--- config.mk ---
export PLATFORM = sky130hd
export DESIGN_NAME = midi_note_voice_allocator_unit
export DESIGN_NICKNAME = d
export VERILOG_FILES = /design/src/hdl/mnva_pkg.sv /design/src/hdl/mnva_fifo.sv /design/src/hdl/mnva_front.sv /design/src/hdl/mnva_back.sv /design/src/hdl/midi_note_voice_allocator_unit.sv
export SDC_FILE = /design/constraint.sdc
export NUM_CORES = 1
export LEC_CHECK = 0
export BUFFER_PORTS_ARGS = -buffer_cell sky130_fd_sc_hd__clkbuf_2
export CAP_MARGIN = 20
export CELL_PAD_IN_SITES_DETAIL_PLACEMENT = 1
export CELL_PAD_IN_SITES_GLOBAL_PLACEMENT = 1
export CORE_MARGIN = 1
export CORE_UTILIZATION = 31
export DETAILED_ROUTE_END_ITERATION = 7
export GPL_ROUTABILITY_DRIVEN = 0
export PLACE_DENSITY = 0.63
export SKIP_LAST_GASP = 1
export SLEW_MARGIN = 20
export SYNTH_ARGS = -nofsm -noshare
export SYNTH_HDL_FRONTEND = slang
export SYNTH_SLANG_ARGS = --single-unit
export TNS_END_PERCENT = 30
--- constraint.sdc ---
create_clock -name clk -period 3.2 [get_ports clk]
set_input_delay 0.64 -clock clk [delete_from_list [all_inputs] [get_ports clk]]
set_output_delay 0.64 -clock clk [all_outputs]
set_load 0.01 [all_outputs]
--- src/hdl/mnva_pkg.sv ---
// Types, codes and constants shared by the MIDI note voice allocator.
// No dependencies; mnva_front, mnva_back and the top level import it.
`default_nettype none

package mnva_pkg;

  localparam int unsigned APB_ADDR_W = 3;
  localparam int unsigned APB_DATA_W = 32;

  // Register index taken from paddr[2] (byte address 4*i)
  localparam logic REG_RELEASE_ENABLE = 1'b0;
  localparam logic RELEASE_ENABLE_RST = 1'b1;

  localparam logic [7:0] ST_NOTE_ON  = 8'h90;
  localparam logic [7:0] ST_NOTE_OFF = 8'h80;

  localparam int unsigned STEP_W = 20;
  localparam logic [STEP_W-1:0] STEP_MAX = 20'hFFFFF;

  typedef enum logic [1:0] {
    PS_STATUS,
    PS_KEY,
    PS_VEL
  } parse_state_t;

  typedef enum logic [1:0] {
    BK_IDLE,
    BK_LOOK,
    BK_APPLY
  } back_state_t;

  typedef enum logic [2:0] {
    OP_ABSORB,
    OP_ON,
    OP_OFF,
    OP_OFF_IGN,
    OP_DECAY
  } cmd_op_t;

  typedef enum logic [2:0] {
    EV_ABSORB  = 3'd0,
    EV_START   = 3'd1,
    EV_RELEASE = 3'd2,
    EV_IGNORED = 3'd3,
    EV_DECAY   = 3'd4
  } event_kind_t;

  typedef struct packed {
    logic       req_type;
    logic [7:0] data_byte;
  } req_t;

  typedef struct packed {
    logic [2:0]        event_kind;
    logic [2:0]        voice_index;
    logic [6:0]        note_key;
    logic [6:0]        note_velocity;
    logic [STEP_W-1:0] phase_step;
    logic [7:0]        active_mask;
  } rsp_t;

  // Classified message handed from the parser to the voice engine
  typedef struct packed {
    cmd_op_t    op;
    logic [6:0] key;
    logic [6:0] vel;
  } cmd_t;

endpackage

`default_nettype wire

--- src/hdl/mnva_fifo.sv ---
// Small synchronous queue of a generic item type (registers, fall-through read).
// Depends on nothing; instantiated twice by the top level.
`default_nettype none

module mnva_fifo #(
  parameter type         T     = logic,
  parameter int unsigned DEPTH = 2
) (
  input  wire logic clk,
  input  wire logic rst,
  input  wire logic push,
  input  wire T     wdata,
  output logic      full,
  input  wire logic pop,
  output T          rdata,
  output logic      empty
);

  localparam int unsigned PW = (DEPTH > 1) ? $clog2(DEPTH) : 1;
  localparam int unsigned CW = $clog2(DEPTH + 1);

  T              mem [DEPTH];
  logic [PW-1:0] wr_ptr;
  logic [PW-1:0] rd_ptr;
  logic [CW-1:0] count;
  logic          wr;
  logic          rd;

  assign full  = (count == CW'(DEPTH));
  assign empty = (count == '0);
  assign wr    = push && !full;
  assign rd    = pop && !empty;
  assign rdata = mem[rd_ptr];

  always_ff @(posedge clk) begin
    if (wr) begin
      mem[wr_ptr] <= wdata;
    end
  end

  always_ff @(posedge clk) begin
    if (rst) begin
      wr_ptr <= '0;
      rd_ptr <= '0;
      count  <= '0;
    end else begin
      if (wr) begin
        wr_ptr <= (wr_ptr == PW'(DEPTH - 1)) ? '0 : wr_ptr + 1'b1;
      end
      if (rd) begin
        rd_ptr <= (rd_ptr == PW'(DEPTH - 1)) ? '0 : rd_ptr + 1'b1;
      end
      if (wr && !rd) begin
        count <= count + 1'b1;
      end else if (rd && !wr) begin
        count <= count - 1'b1;
      end
    end
  end

  a_count_bound: assert property (@(posedge clk) disable iff (rst)
    count <= CW'(DEPTH))
    else $error("queue count beyond depth");

  a_count_up: assert property (@(posedge clk) disable iff (rst)
    (wr && !rd) |=> count == $past(count) + 1'b1)
    else $error("queue count did not advance on write");

  a_count_down: assert property (@(posedge clk) disable iff (rst)
    (rd && !wr) |=> count == $past(count) - 1'b1)
    else $error("queue count did not drop on read");

endmodule

`default_nettype wire

--- src/hdl/mnva_front.sv ---
// Front end: MIDI byte parser that turns accepted items into voice commands.
// Depends on mnva_pkg; feeds the command queue in the top level.
`default_nettype none

module mnva_front (
  input  wire logic          clk,
  input  wire logic          rst,
  input  wire logic          push,
  input  wire mnva_pkg::req_t req,
  input  wire logic          release_enable,
  input  wire logic          q_full,
  output logic               full,
  output logic               cmd_push,
  output mnva_pkg::cmd_t     cmd
);

  import mnva_pkg::*;

  parse_state_t state;
  parse_state_t state_next;
  logic         pending_on;
  logic [6:0]   pending_key;
  logic         accept;
  logic         is_status;

  assign full      = q_full;
  assign accept    = push && !q_full;
  assign is_status = (req.data_byte == ST_NOTE_ON) || (req.data_byte == ST_NOTE_OFF);

  always_comb begin
    state_next = state;
    if (accept && !req.req_type) begin
      case (state)
        PS_STATUS: state_next = is_status ? PS_KEY : PS_STATUS;
        PS_KEY:    state_next = PS_VEL;
        PS_VEL:    state_next = PS_STATUS;
        default:   state_next = PS_STATUS;
      endcase
    end
  end

  always_comb begin
    cmd_push = accept;
    cmd      = '{op: OP_ABSORB, key: 7'd0, vel: 7'd0};
    if (req.req_type) begin
      cmd.op = OP_DECAY;
    end else begin
      case (state)
        PS_VEL: begin
          cmd.key = pending_key;
          cmd.vel = req.data_byte[6:0];
          if (pending_on) begin
            cmd.op = OP_ON;
          end else if (release_enable) begin
            cmd.op = OP_OFF;
          end else begin
            cmd.op = OP_OFF_IGN;
          end
        end
        default: cmd.op = OP_ABSORB;
      endcase
    end
  end

  always_ff @(posedge clk) begin
    if (rst) begin
      state       <= PS_STATUS;
      pending_on  <= 1'b0;
      pending_key <= 7'd0;
    end else begin
      state <= state_next;
      if (accept && !req.req_type) begin
        case (state)
          PS_STATUS: begin
            if (is_status) begin
              pending_on <= (req.data_byte == ST_NOTE_ON);
            end
          end
          PS_KEY: pending_key <= req.data_byte[6:0];
          PS_VEL: begin
            pending_on  <= 1'b0;
            pending_key <= 7'd0;
          end
          default: ;
        endcase
      end
    end
  end

  a_key_to_vel: assert property (@(posedge clk) disable iff (rst)
    (accept && !req.req_type && state == PS_KEY) |=> state == PS_VEL)
    else $error("key byte did not advance parser");

  a_tick_keeps_parser: assert property (@(posedge clk) disable iff (rst)
    (accept && req.req_type) |=> $stable(state) && $stable(pending_key)
      && $stable(pending_on))
    else $error("decay tick disturbed parser");

  a_vel_closes: assert property (@(posedge clk) disable iff (rst)
    (accept && !req.req_type && state == PS_VEL)
      |=> state == PS_STATUS && !pending_on && pending_key == 7'd0)
    else $error("velocity byte did not close message");

endmodule

`default_nettype wire

--- src/hdl/mnva_back.sv ---
// Back end: voice engine that applies commands to the voice bank and forms results.
// Depends on mnva_pkg; reads the command queue and fills the result queue.
`default_nettype none

module mnva_back #(
  parameter int unsigned VOICES          = 8,
  parameter int unsigned SAMPLE_RATE     = 20000,
  parameter int unsigned PHASE_FRAC_BITS = 16
) (
  input  wire logic           clk,
  input  wire logic           rst,
  input  wire mnva_pkg::cmd_t cmd_q,
  input  wire logic           cmd_empty,
  output logic                cmd_pop,
  input  wire logic           res_full,
  output logic                res_push,
  output mnva_pkg::rsp_t      rsp_d
);

  import mnva_pkg::*;

  localparam int unsigned VW    = (VOICES > 1) ? $clog2(VOICES) : 1;
  localparam int unsigned MASKN = (VOICES < 8) ? VOICES : 8;

  typedef logic [STEP_W-1:0] step_tab_t [128];

  // Step per key: 1.059^(key-69) in Q40, times 440, scaled to the phase format
  function automatic step_tab_t build_steps();
    step_tab_t   tab;
    logic [63:0] g;
    int          k;
    int          j;
    for (k = 0; k < 128; k++) begin
      g = 64'd1 << 40;
      for (j = 69; j < k; j++) begin
        g = g * 64'd1059 / 64'd1000;
      end
      for (j = k; j < 69; j++) begin
        g = g * 64'd1000 / 64'd1059;
      end
      g = g * 64'd440;
      g = g >> (40 - PHASE_FRAC_BITS);
      g = g / 64'(SAMPLE_RATE);
      tab[k] = (g > 64'(STEP_MAX)) ? STEP_MAX : g[STEP_W-1:0];
    end
    return tab;
  endfunction

  localparam step_tab_t STEP_TABLE = build_steps();

  back_state_t       state;
  back_state_t       state_next;
  cmd_t              cur;
  logic [STEP_W-1:0] step;
  logic [6:0]        voice_key [VOICES];
  logic [6:0]        voice_velocity [VOICES];
  logic [6:0]        key_next [VOICES];
  logic [6:0]        vel_next [VOICES];
  logic [VW-1:0]     next_voice;
  logic [VW-1:0]     next_voice_next;
  logic [VW+2:0]     voice_ext;

  assign voice_ext = (VW + 3)'(next_voice);

  always_comb begin
    state_next = state;
    case (state)
      BK_IDLE:  if (!cmd_empty) state_next = BK_LOOK;
      BK_LOOK:  state_next = BK_APPLY;
      BK_APPLY: if (!res_full) state_next = BK_IDLE;
      default:  state_next = BK_IDLE;
    endcase
  end

  always_comb begin
    cmd_pop  = 1'b0;
    res_push = 1'b0;
    case (state)
      BK_IDLE:  cmd_pop = !cmd_empty;
      BK_APPLY: res_push = !res_full;
      default:  ;
    endcase
  end

  always_comb begin
    key_next        = voice_key;
    vel_next        = voice_velocity;
    next_voice_next = next_voice;
    rsp_d           = '0;
    case (cur.op)
      OP_DECAY: begin
        rsp_d.event_kind = EV_DECAY;
        for (int i = 0; i < VOICES; i++) begin
          vel_next[i] = voice_velocity[i] >> 1;
          if (vel_next[i] == 7'd0) begin
            key_next[i] = 7'd0;
          end
        end
      end
      OP_ON, OP_OFF: begin
        rsp_d.note_key      = cur.key;
        rsp_d.note_velocity = cur.vel;
        rsp_d.event_kind    = EV_RELEASE;
        for (int i = 0; i < VOICES; i++) begin
          if (voice_key[i] == cur.key) begin
            key_next[i] = 7'd0;
            vel_next[i] = 7'd0;
          end
        end
        if (cur.op == OP_ON && cur.vel != 7'd0) begin
          key_next[next_voice] = cur.key;
          vel_next[next_voice] = cur.vel;
          rsp_d.event_kind     = EV_START;
          rsp_d.voice_index    = voice_ext[2:0];
          rsp_d.phase_step     = step;
          next_voice_next      = (next_voice == VW'(VOICES - 1)) ? '0 : next_voice + 1'b1;
        end
      end
      OP_OFF_IGN: begin
        rsp_d.note_key      = cur.key;
        rsp_d.note_velocity = cur.vel;
        rsp_d.event_kind    = EV_IGNORED;
      end
      default: rsp_d.event_kind = EV_ABSORB;
    endcase
    for (int i = 0; i < MASKN; i++) begin
      rsp_d.active_mask[i] = (vel_next[i] != 7'd0);
    end
  end

  always_ff @(posedge clk) begin
    if (cmd_pop) begin
      cur <= cmd_q;
    end
    if (state == BK_LOOK) begin
      step <= STEP_TABLE[cur.key];
    end
  end

  always_ff @(posedge clk) begin
    if (rst) begin
      state      <= BK_IDLE;
      next_voice <= '0;
      for (int i = 0; i < VOICES; i++) begin
        voice_key[i]      <= 7'd0;
        voice_velocity[i] <= 7'd0;
      end
    end else begin
      state <= state_next;
      if (res_push) begin
        voice_key      <= key_next;
        voice_velocity <= vel_next;
        next_voice     <= next_voice_next;
      end
    end
  end

  a_stall_holds: assert property (@(posedge clk) disable iff (rst)
    (state == BK_APPLY && res_full) |=> state == BK_APPLY && $stable(cur))
    else $error("command lost while result queue full");

  a_start_advances: assert property (@(posedge clk) disable iff (rst)
    (res_push && rsp_d.event_kind == EV_START)
      |=> (VOICES == 1) || (next_voice != $past(next_voice)))
    else $error("round robin pointer did not advance");

  a_silent_voice_clear: assert property (@(posedge clk) disable iff (rst)
    voice_velocity[0] == 7'd0 |-> voice_key[0] == 7'd0)
    else $error("silent voice still holds a key");

endmodule

`default_nettype wire

--- src/hdl/midi_note_voice_allocator_unit.sv ---
// MIDI note voice allocator: parser front end, command queue, voice engine, result queue.
// Each result passes the command queue and the engine's pop, lookup and apply states.
// The engine applies each command before popping the next; a full result queue stalls it.
// The front takes items until two commands wait, so up to three enter back to back.
// Reset (rst, synchronous): parser idle, voices silent, round robin at 0, release on.
// Depends on mnva_pkg, mnva_fifo, mnva_front and mnva_back.
`default_nettype none

module midi_note_voice_allocator_unit #(
  parameter int unsigned VOICES          = 8,
  parameter int unsigned SAMPLE_RATE     = 20000,
  parameter int unsigned PHASE_FRAC_BITS = 16
) (
  input  wire logic                                clk,
  input  wire logic                                rst,
  input  wire logic                                push,
  output logic                                     full,
  input  wire mnva_pkg::req_t                      req,
  output logic                                     empty,
  input  wire logic                                pop,
  output mnva_pkg::rsp_t                           rsp,
  input  wire logic                                psel,
  input  wire logic                                penable,
  input  wire logic                                pwrite,
  input  wire logic [mnva_pkg::APB_ADDR_W-1:0]     paddr,
  input  wire logic [mnva_pkg::APB_DATA_W-1:0]     pwdata,
  output logic [mnva_pkg::APB_DATA_W-1:0]          prdata,
  output logic                                     pready
);

  import mnva_pkg::*;

  logic   release_enable;
  logic   cfg_wr;
  logic   cmdq_full;
  logic   cmdq_empty;
  logic   cmdq_pop;
  logic   cmd_push;
  cmd_t   cmd_in;
  cmd_t   cmd_out;
  logic   res_full;
  logic   res_push;
  rsp_t   rsp_d;

  assign pready = 1'b1;
  assign cfg_wr = psel && penable && pwrite && pready;

  always_comb begin
    prdata = '0;
    if (paddr[2] == REG_RELEASE_ENABLE) begin
      prdata[0] = release_enable;
    end
  end

  always_ff @(posedge clk) begin
    if (rst) begin
      release_enable <= RELEASE_ENABLE_RST;
    end else if (cfg_wr && paddr[2] == REG_RELEASE_ENABLE) begin
      release_enable <= pwdata[0];
    end
  end

  mnva_front u_front (
    .clk            (clk),
    .rst            (rst),
    .push           (push),
    .req            (req),
    .release_enable (release_enable),
    .q_full         (cmdq_full),
    .full           (full),
    .cmd_push       (cmd_push),
    .cmd            (cmd_in)
  );

  mnva_fifo #(
    .T     (cmd_t),
    .DEPTH (2)
  ) u_cmdq (
    .clk   (clk),
    .rst   (rst),
    .push  (cmd_push),
    .wdata (cmd_in),
    .full  (cmdq_full),
    .pop   (cmdq_pop),
    .rdata (cmd_out),
    .empty (cmdq_empty)
  );

  mnva_back #(
    .VOICES          (VOICES),
    .SAMPLE_RATE     (SAMPLE_RATE),
    .PHASE_FRAC_BITS (PHASE_FRAC_BITS)
  ) u_back (
    .clk       (clk),
    .rst       (rst),
    .cmd_q     (cmd_out),
    .cmd_empty (cmdq_empty),
    .cmd_pop   (cmdq_pop),
    .res_full  (res_full),
    .res_push  (res_push),
    .rsp_d     (rsp_d)
  );

  mnva_fifo #(
    .T     (rsp_t),
    .DEPTH (2)
  ) u_resq (
    .clk   (clk),
    .rst   (rst),
    .push  (res_push),
    .wdata (rsp_d),
    .full  (res_full),
    .pop   (pop),
    .rdata (rsp),
    .empty (empty)
  );

endmodule

`default_nettype wire

==> results.toml, run 1 <==
[power]
p_clk_share_pct = 23.9
power_leakage_nw = 6.04
combPwrFrac_pct = 44.2
p_sw_mw = 6.56
power_frac_seq_pct = 31.9
intPower_mw = 9.24
swShare_pct = 41.5
power_density_nw_per_um2 = 912
ir_drop_uv = 356

[flow_run]
drv_cap = 0

[setup_path]
required_ns = 3.58
path_cells = "or3b_1 > a21oi_4 > nand4b_1 > buf_4 > a311oi_2 > o22ai_1"
end_kind = "flop"
critPathMaxFanout = 12
setup.worst_path.start_class = "flop"
criticalPathCategory = "reg -> reg"
path_delay_family = "compound AO/OA/AOI/OAI gates"
cp_num_buf_inv = 1
slowest_delay_ns = 0.69
worstPathArrival_ns = 3.15
worst_path_max_delay_cell = "or3b_1"

[sta]
setup_viol = 0
hold_viol = 0
finalMaxSlewViolations = 0
post-route-period-util_pct = 86.7
tns_ns = 0
min_period_ns = 2.77
rsz0062_at_grt = "no"
relSlewSlack_pct = 19.6
tightest_slew_ns = 1.21
skew_ns = 0.0274
fmax_ghz = 0.361
fin_ws_ns = 0.427

[yosys]
yosys.area.top_type = "edfxtp_1"
yosysWarnings = 0
avgSynthCellArea_um2 = 10.3
synthTopCellsByArea = "edfxtp_1 31%, dfxtp_1 18%, mux2_2 4.8%, xor2_1 2.7%, a32oi_1 2.4%"
syn_inst = 1471
yosysMostFrequentCell = "edfxtp_1"
synth.top_cell.area_share_pct = 30.7
synth.cell_area_um2 = 15100
synthTopCellsByCount = "155 x edfxtp_1, 137 x dfxtp_1, 78 x clkbuf_1, 76 x nand2_1, 73 x inv_1"
synth_ff_type = "edfxtp_1"
synth_edf_count = 155
synth-seq-cells = 292
seq_area_frac_synth_pct = 48.9
ys_async_sr_fraction_pct = 0
yosysUniqueCellTypes = 85

[die]
io-pin-count = 134
initial_core_util_pct = 31.6
dieWidth_um = 223
coreArea_um2 = 47900
fp.dieH_um = 223
dieArea_um2 = 49700
rows = 80

[clock_network]
post_cts_buffers = 0
numCtsBuffers = 35
cts_root_buffer = "clkbuf_16"
holdBufCountCts = 0
cts_buffer_depth = 3
cts_tree = "yes"
clock_sinks = 292
clk_pin_slew_ns = 0.06
cts-htree-levels = 2
worstSkewPairLatency_ns = 0.55
cts-resized-gates = 0

[detailed_routing]
ant_nets = 0
first_pass_iters = 5
num_vias = 11979
drt_iter0_markers = 796
post-route-drc-count = 0
wl_per_cell_um = 20.7
wirelength_um = 44700
via_per_inst = 5.54

[cells_and_area]
fillers = 5359
area_delta_synth_final_pct = 14.5
layout-drive-gt1-share_pct = 18.9
antenna_cells = 0
fin_nets = 1591

[grt]
grt_pass1_wl_um = 70100
grt_overflow_total = 0
grt_pass1_vias = 12135
antenna_found_initial = 0
grt_max_degree = 100
gr-usage-all-layers_pct = 17.8

[placement]
hpwl_um = 30600
io_buffers = 64
pre_cts_ws_ns = 0.479

[min_path]
hold_path_class = "in -> reg"

[outcome]
status = "finished clean"
[layer usage]
| layer | wire [µm] | global-route usage, % | vias to the layer above |
|---|---|---|---|
| met4 | 1010 | 5.74 | 0 |
| met2 | 20800 | 28.6 | 290 |
| met1 | 20900 | 24.7 | 6050 |
| met5 | 0 | 0 | - |
| met3 | 1970 | 2.37 | 76 |
| li1 | - | - | 5563 |
[worst register-to-register path, stage by stage (launching register included)]
cell	delay, ns
edfxtp_1	0.59
or3b_1	0.69
a21oi_4	0.32
nand4b_1	0.13
buf_4	0.20
a311oi_2	0.52
o22ai_1	0.16
[sequential cells by signal, indices dropped and copies added (netlist names), named ones only]
signal                 count
u_resq.rd_ptr              1
u_back.voice_key          56
u_cmdq.rd_ptr              1
u_resq.count               2
u_cmdq.mem                34
u_back.state               2
u_front.pending_on         1
u_cmdq.count               2
u_resq.wr_ptr              1
u_cmdq.wr_ptr              1
u_front.state              2
u_back.voice_velocity     56
u_back.next_voice          3
u_front.pending_key        7
release_enable             1
u_back.cur                17
u_back.step               16
u_resq.mem                88
[power by group through the flow]
| stage | Sequential, mW | Combinational [mW] | Clock [mW] |
|---|---|---|---|
| finish | 5.04 | 6.98 | 3.78 |
| global route | 5.09 | 7.54 | 4.01 |
| CTS | 5.05 | 6.94 | 3.88 |
| detailed placement | 5.12 | 6.90 | 0 |
| global placement | 5.10 | 6.80 | 0 |
| floorplan | 4.76 | 4.77 | 0 |
[cells by family (layout without fill, tap and decap cells)]
kind of cell	Yosys count	after routing	share of synthesized area, %
muxes	72	72	5.79
adders and majority gates	18	18	1.49
xor gates and xnor gates	66	66	3.82
AOI/OAI and AO/OA	403	403	19.8
other	2	36	0.0496
DFF	292	292	48.9
and+or+nand+nor	383	383	13.2
buffers and inverters	235	278	7.02
[cells in the final DEF (no fill, tap or decap), drive strengths merged, types with 7 or more instances in the layout]
cell and n:
a21oi 66, nor2b 18, a22o 28, o211ai 16, nand4 10, o22ai 21, ha 18, xor2 46
nor4 14, inv 76, o311ai 7, clkbuf 114, nor2 72, xnor2 20, and3 7, conb 36
nand2b 14, dfxtp 137, edfxtp 155, nand3 33, nor3 62, and2 42, o21ai 58, a31oi 23
a32oi 41, clkinv 13, nand2 77, o32ai 30, mux2 64, buf 74, nor3b 7, o2bb2ai 19
o31ai 8, a211oi 22, a22oi 9
[cell type report]
type                            count  area [µm²]  area share (%)
Tap cell                          615         769            4.44
Inverter                           78         293            1.69
Clock buffer                       51        1010            5.81
Clock inverter                     12        87.6           0.505
Timing Repair Buffer              137         943            5.44
Sequential cell                   292        7400            42.7
Multi-Input combinational cell    978        6830            39.4
[path summary, 6_finish.rpt]
path / startpoint / to / slack (ns) / depth (start not counted)
worst max-delay path: u_back.cur[15] / u_back.voice_key[18] / 0.43 / 6
worst min-delay path: pwdata[0] / release_enable / 0.31 / 3
worst max register to register: u_back.cur[15] / u_back.voice_key[18] / 0.43 / 6
worst min register to register: u_front.pending_key[6] / u_front.pending_key[6] / 0.45 / 2
[through the flow]
stage / power, mW / utilization [%] / hold WS, ns / cells / area, µm²
5_1_grt: 16.6 / 36.1 / 0.338 / 2163 / 17300
3_5_place_dp: 12.0 / 33.9 / 0.444 / 2100 / 16200
3_3_place_gp: 11.9 / 33.9 / 0.439 / 2100 / 16200
2_1_floorplan: 9.54 / - / 0.427 / 1505 / 15300
4_1_cts: 15.9 / 36.1 / 0.289 / 2163 / 17300
6_report: 15.8 / 36.1 / 0.313 / 2163 / 17300
Power figures use the tool's default switching activity.
==> inputs of run 2 (changes only) <==
--- a/config.mk
+++ b/config.mk
@@ -13,7 +13,8 @@
 export CORE_UTILIZATION = 31
 export DETAILED_ROUTE_END_ITERATION = 7
 export GPL_ROUTABILITY_DRIVEN = 0
-export PLACE_DENSITY = 0.63
+export MAX_ROUTING_LAYER = met4
+export PLACE_DENSITY_LB_ADDON = 0.25
 export SKIP_LAST_GASP = 1
 export SLEW_MARGIN = 20
 export SYNTH_ARGS = -nofsm -noshare
==> run 2 against run 1 <==
Critical path depth down 1. Die area unchanged. Total power up 1.9%. First-iteration DRC count down 11%. Wire length up 2.1%. Register-to-register slack worse by 0.11 ns. Worst hold slack better by 0.015 ns. Sequential share of layout area down 0.13 points. Utilization up 0.11 points. Critical endpoint unchanged.
==> results.toml, run 2 (synthesized netlist as in run 1, its figures left out) <==
[outcome]
status = "finished clean"

[placement]
io_buffers = 64
dpl-instance-area_um2 = 16200
hpwl_um = 31300

[setup_path]
path_delay_family = "compound AO/OA/AOI/OAI gates"
setup.worst_path.start_class = "flop"
cp_num_buf_inv = 0
slowest_delay_ns = 0.68
criticalPathCategory = "reg -> reg"
path_cells = "or3b_1 > a21oi_4 > nand4b_1 > a311oi_2 > o22ai_1"
end_kind = "flop"
worst_path_max_delay_cell = "or3b_1"
critPathMaxFanout = 12
required_ns = 3.58
worstPathArrival_ns = 3.26

[detailed_routing]
drt_iter0_markers = 708
ant_nets = 0
num_vias = 11925
via_per_inst = 5.51
first_pass_iters = 4
wirelength_um = 45600
post-route-drc-count = 0
wl_per_cell_um = 21.1

[sta]
fmax_ghz = 0.347
min_period_ns = 2.88
skew_ns = 0.0284
post-route-period-util_pct = 90.1
hold_viol = 0
tns_ns = 0
finalMaxSlewViolations = 0
tightest_slew_ns = 1.06
relSlewSlack_pct = 29.6
rsz0062_at_grt = "no"
setup_viol = 0

[clock_network]
clk_pin_slew_ns = 0.06
post_cts_buffers = 0
cts_buffer_depth = 3
cts_root_buffer = "clkbuf_16"
worstSkewPairLatency_ns = 0.55
numCtsBuffers = 34
cts-htree-levels = 2
cts_tree = "yes"
clock_sinks = 292
holdBufCountCts = 0
cts-resized-gates = 0

[cells_and_area]
final_cell_mix = "155 x edfxtp_1, 136 x dfxtp_1, 76 x nand2_1"
antenna_cells = 0
largest_reg_flops = 88
reg.largest.list = "u_resq.mem x88, u_back.voice_key x56, u_back.voice_velocity x56"
regMostFlops = "u_resq.mem"
area_delta_synth_final_pct = 14.8
final_common_cell = "edfxtp_1"
design_area_um2 = 17400
fin_nets = 1593
layout-drive-gt1-share_pct = 19.2

[power]
ir_drop_uv = 576
power_leakage_nw = 6.07
power_density_nw_per_um2 = 926

[grt]
grt_pass1_vias = 12187
gr-usage-all-layers_pct = 18.7
grt_max_degree = 100
grt_pass1_wl_um = 71200
grt_overflow_total = 0
antenna_found_initial = 0

[min_path]
hold_path_class = "in -> reg"

[die]
dieWidth_um = 223
fp.dieH_um = 223
dieArea_um2 = 49700
initial_core_util_pct = 31.6
coreArea_um2 = 47900
rows = 80
io-pin-count = 134

[flow_run]
drv_cap = 0
run 2: cell count changes in the layout (fill, tap and decap cells not counted), sizes merged:
cell	previous run	this run
buf	74	77
bufinv	0	4
clkbuf	114	111
clkinv	13	10
inv	76	77
run 2: path summary, 6_finish.rpt:
check	startpoint	to	slack, ns	cells past startpoint
worst min-delay path	pwdata[0]	release_enable	0.33	3
worst min register to register	u_front.pending_key[3]	u_front.pending_key[3]	0.45	2
worst max register to register	u_back.cur[15]	u_back.voice_key[18]	0.32	5
worst max-delay path	u_back.cur[15]	u_back.voice_key[18]	0.32	5
run 2: worst reg2reg max path, cell delays in order, from the launching register on:
cell and delay [ns]:
edfxtp_1 0.61, or3b_1 0.69, a21oi_4 0.33, nand4b_1 0.27
a311oi_2 0.66, o22ai_1 0.17
run 2: power breakdown:
part	internal [mW]	switching [mW]	leakage, nW
logic	2.45	4.62	2.96
registers	4.57	0.453	2.55
clock network	2.42	1.58	0.557
run 2: per-stage QoR:
stage	cells	power [mW]	hold slack [ns]	utilization, %	worst slack, ns
floorplan	1505	9.54	0.427	-	0.0447
global placement	2103	12.0	0.437	33.9	0.480
detailed placement	2103	12.1	0.442	33.9	0.389
CTS	2165	16.2	0.302	36.2	0.377
global route	2165	16.9	0.344	36.2	0.235
finish	2165	16.1	0.328	36.2	0.317
run 2: area by class of cell:
class | count | area (µm²)
flip-flops and latches | 292 | 7400
clock inverters | 14 | 193
repair buffers | 140 | 941
well taps | 615 | 769
fillers | 5338 | 30600
inverters | 78 | 293
clock buffers | 48 | 953
multi-input cells | 978 | 6830
run 2: routing by layer:
metal  wire (µm)  track usage, %
met5           0               -
met4        1110            6.30
met3        1960            2.65
met2       21000            28.9
met1       21600            25.1
==> inputs of run 3 (changes only) <==
--- a/config.mk
+++ b/config.mk
@@ -5,13 +5,13 @@
 export SDC_FILE = /design/constraint.sdc
 export NUM_CORES = 1
 export LEC_CHECK = 0
-export BUFFER_PORTS_ARGS = -buffer_cell sky130_fd_sc_hd__clkbuf_2
 export CAP_MARGIN = 20
 export CELL_PAD_IN_SITES_DETAIL_PLACEMENT = 1
 export CELL_PAD_IN_SITES_GLOBAL_PLACEMENT = 1
 export CORE_MARGIN = 1
-export CORE_UTILIZATION = 31
+export CORE_UTILIZATION = 46
 export DETAILED_ROUTE_END_ITERATION = 7
+export DONT_BUFFER_PORTS = 1
 export GPL_ROUTABILITY_DRIVEN = 0
 export MAX_ROUTING_LAYER = met4
 export PLACE_DENSITY_LB_ADDON = 0.25
==> run 3 against run 2 <==
Global-route usage up 6.9 points. Flip-flop and latch count unchanged. Register-to-register slack better by 0.06 ns. Highest routed layer unchanged. Largest power group unchanged. First-iteration DRC count up 38%. Clock skew down 0.0073 ns. Cell area down 4.5%. Sequential power up 1%. Utilization up 15 points. Via count down 1.6%. Critical path depth unchanged.
==> results.toml, run 3 (synthesized netlist as in run 1, its figures left out) <==
[clock_network]
numCtsBuffers = 31
cts-htree-levels = 1
worstSkewPairLatency_ns = 0.57
cts-resized-gates = 0
clock_sinks = 292
clk_pin_slew_ns = 0.06
cts_buffer_depth = 3
cts_root_buffer = "clkbuf_16"
cts_tree = "yes"
holdBufCountCts = 0
post_cts_buffers = 0

[outcome]
status = "finished clean"

[detailed_routing]
drt_iter0_markers = 974
wl_met1_um = 19000
route.met2.wl_um = 19700
via_per_inst = 6.14
num_vias = 11739
ant_nets = 0
first_pass_iters = 5
wl_per_cell_um = 22.3
wl_met3_um = 2950
wirelength_um = 42600
top_layer = "met4"
post-route-drc-count = 0

[setup_path]
end_kind = "flop"
criticalPathCategory = "reg -> reg"
worstRegToRegCells = 5
required_ns = 3.62
worstPathArrival_ns = 3.25
crit_end = "u_back.voice_key[18]"
r2r_end = "u_back.voice_key[18]"
ff2ff_setup_slack_ns = 0.38
critPathMaxFanout = 10
setup.worst_path.start_class = "flop"
reg2reg_from = "u_back.cur[14]"
cp-startpoint = "u_back.cur[14]"

[sta]
min_period_ns = 2.82
relSlewSlack_pct = 31.6
finalMaxSlewViolations = 0
post-route-period-util_pct = 88.2
skew_ns = 0.0211
fmax_ghz = 0.354
rsz0062_at_grt = "no"
fin_hold_ws_ns = 0.168
hold_viol = 0
setup_viol = 0
tightest_slew_ns = 1.03
tns_ns = 0

[die]
rows = 66
dieArea_um2 = 33600
initial_core_util_pct = 46.6
dieWidth_um = 183
fp.dieH_um = 183
io-pin-count = 134
coreArea_um2 = 32500

[cells_and_area]
regMostFlops = "u_resq.mem"
layout-drive-gt1-share_pct = 14.6
antenna_cells = 0
fillers = 3558
area_delta_synth_final_pct = 9.60
final_common_cell = "edfxtp_1"
final_cell_mix = "155 x edfxtp_1, 136 x dfxtp_1, 76 x nand2_1"
largest_reg_flops = 88
fin_nets = 1514
reg.largest.list = "u_resq.mem x88, u_back.voice_key x56, u_back.voice_velocity x56"

[power]
power_density_nw_per_um2 = 926
power_leakage_nw = 5.68
ir_drop_uv = 510

[placement]
io_buffers = 0
hpwl_um = 28900

[grt]
gr-usage-all-layers_pct = 25.6
antenna_found_initial = 0
grt_pass1_wl_um = 66100
grt_max_degree = 100
grt_pass1_vias = 11653
grt_overflow_total = 0

[min_path]
hold_path_class = "in -> reg"

[flow_run]
drv_cap = 0
run 3: where the power goes:
| part | leakage (nW) | internal, mW | switching, mW |
|---|---|---|---|
| sequential | 2.55 | 4.57 | 0.525 |
| clock | 0.494 | 2.04 | 1.49 |
| combinational | 2.63 | 2.30 | 4.43 |
run 3: per-layer routing:
metal | global-route usage (%) | vias up
met3 | 4.06 | 77
met2 | 40.3 | 414
met1 | 34.4 | 5854
met4 | 6.80 | 0
met5 | - | -
li1 | - | 5394
run 3: worst min path at each step:
stage | from | to | slack (ns) | cells past startpoint
2_1_floorplan | u_front.pending_key[0] | u_front.pending_key[0] | 0.43 | 2
3_3_place_gp | u_front.pending_key[5] | u_front.pending_key[5] | 0.43 | 2
3_5_place_dp | u_front.pending_key[3] | u_front.pending_key[3] | 0.44 | 2
4_1_cts | rst | u_back.voice_key[5] | 0.12 | 1
5_1_grt | req[8] | u_cmdq.mem[1][16] | 0.15 | 0
6_report | req[8] | u_cmdq.mem[0][16] | 0.17 | 0
run 3: area by class of cell:
type | count | area (µm²) | share of cell area, %
Clock buffer | 42 | 857 | 5.17
Clock inverter | 16 | 145 | 0.875
Inverter | 78 | 293 | 1.76
Multi-Input combinational cell | 978 | 6830 | 41.2
Sequential cell | 292 | 7400 | 44.6
Tap cell | 442 | 553 | 3.33
Timing Repair Buffer | 64 | 518 | 3.12
run 3: through the flow:
step / instances / worst slack [ns] / power (mW) / utilization, % / area (µm²)
6_report: 1912 / 0.376 / 15.4 / 51.1 / 16600
5_1_grt: 1912 / 0.217 / 16.1 / 51.1 / 16600
4_1_cts: 1912 / 0.391 / 15.3 / 51.1 / 16600
3_5_place_dp: 1854 / 0.446 / 11.7 / 48.0 / 15600
3_3_place_gp: 1854 / 0.523 / 11.6 / 48.0 / 15600
2_1_floorplan: 1505 / 0.0447 / 9.54 / - / 15300
run 3: worst max-delay path, stage by stage, from the launching register on:
cell and delay, ns:
edfxtp_1 0.60, or3b_1 0.63, a21oi_4 0.33, nand4b_1 0.28, a311oi_2 0.66, o22ai_1 0.16
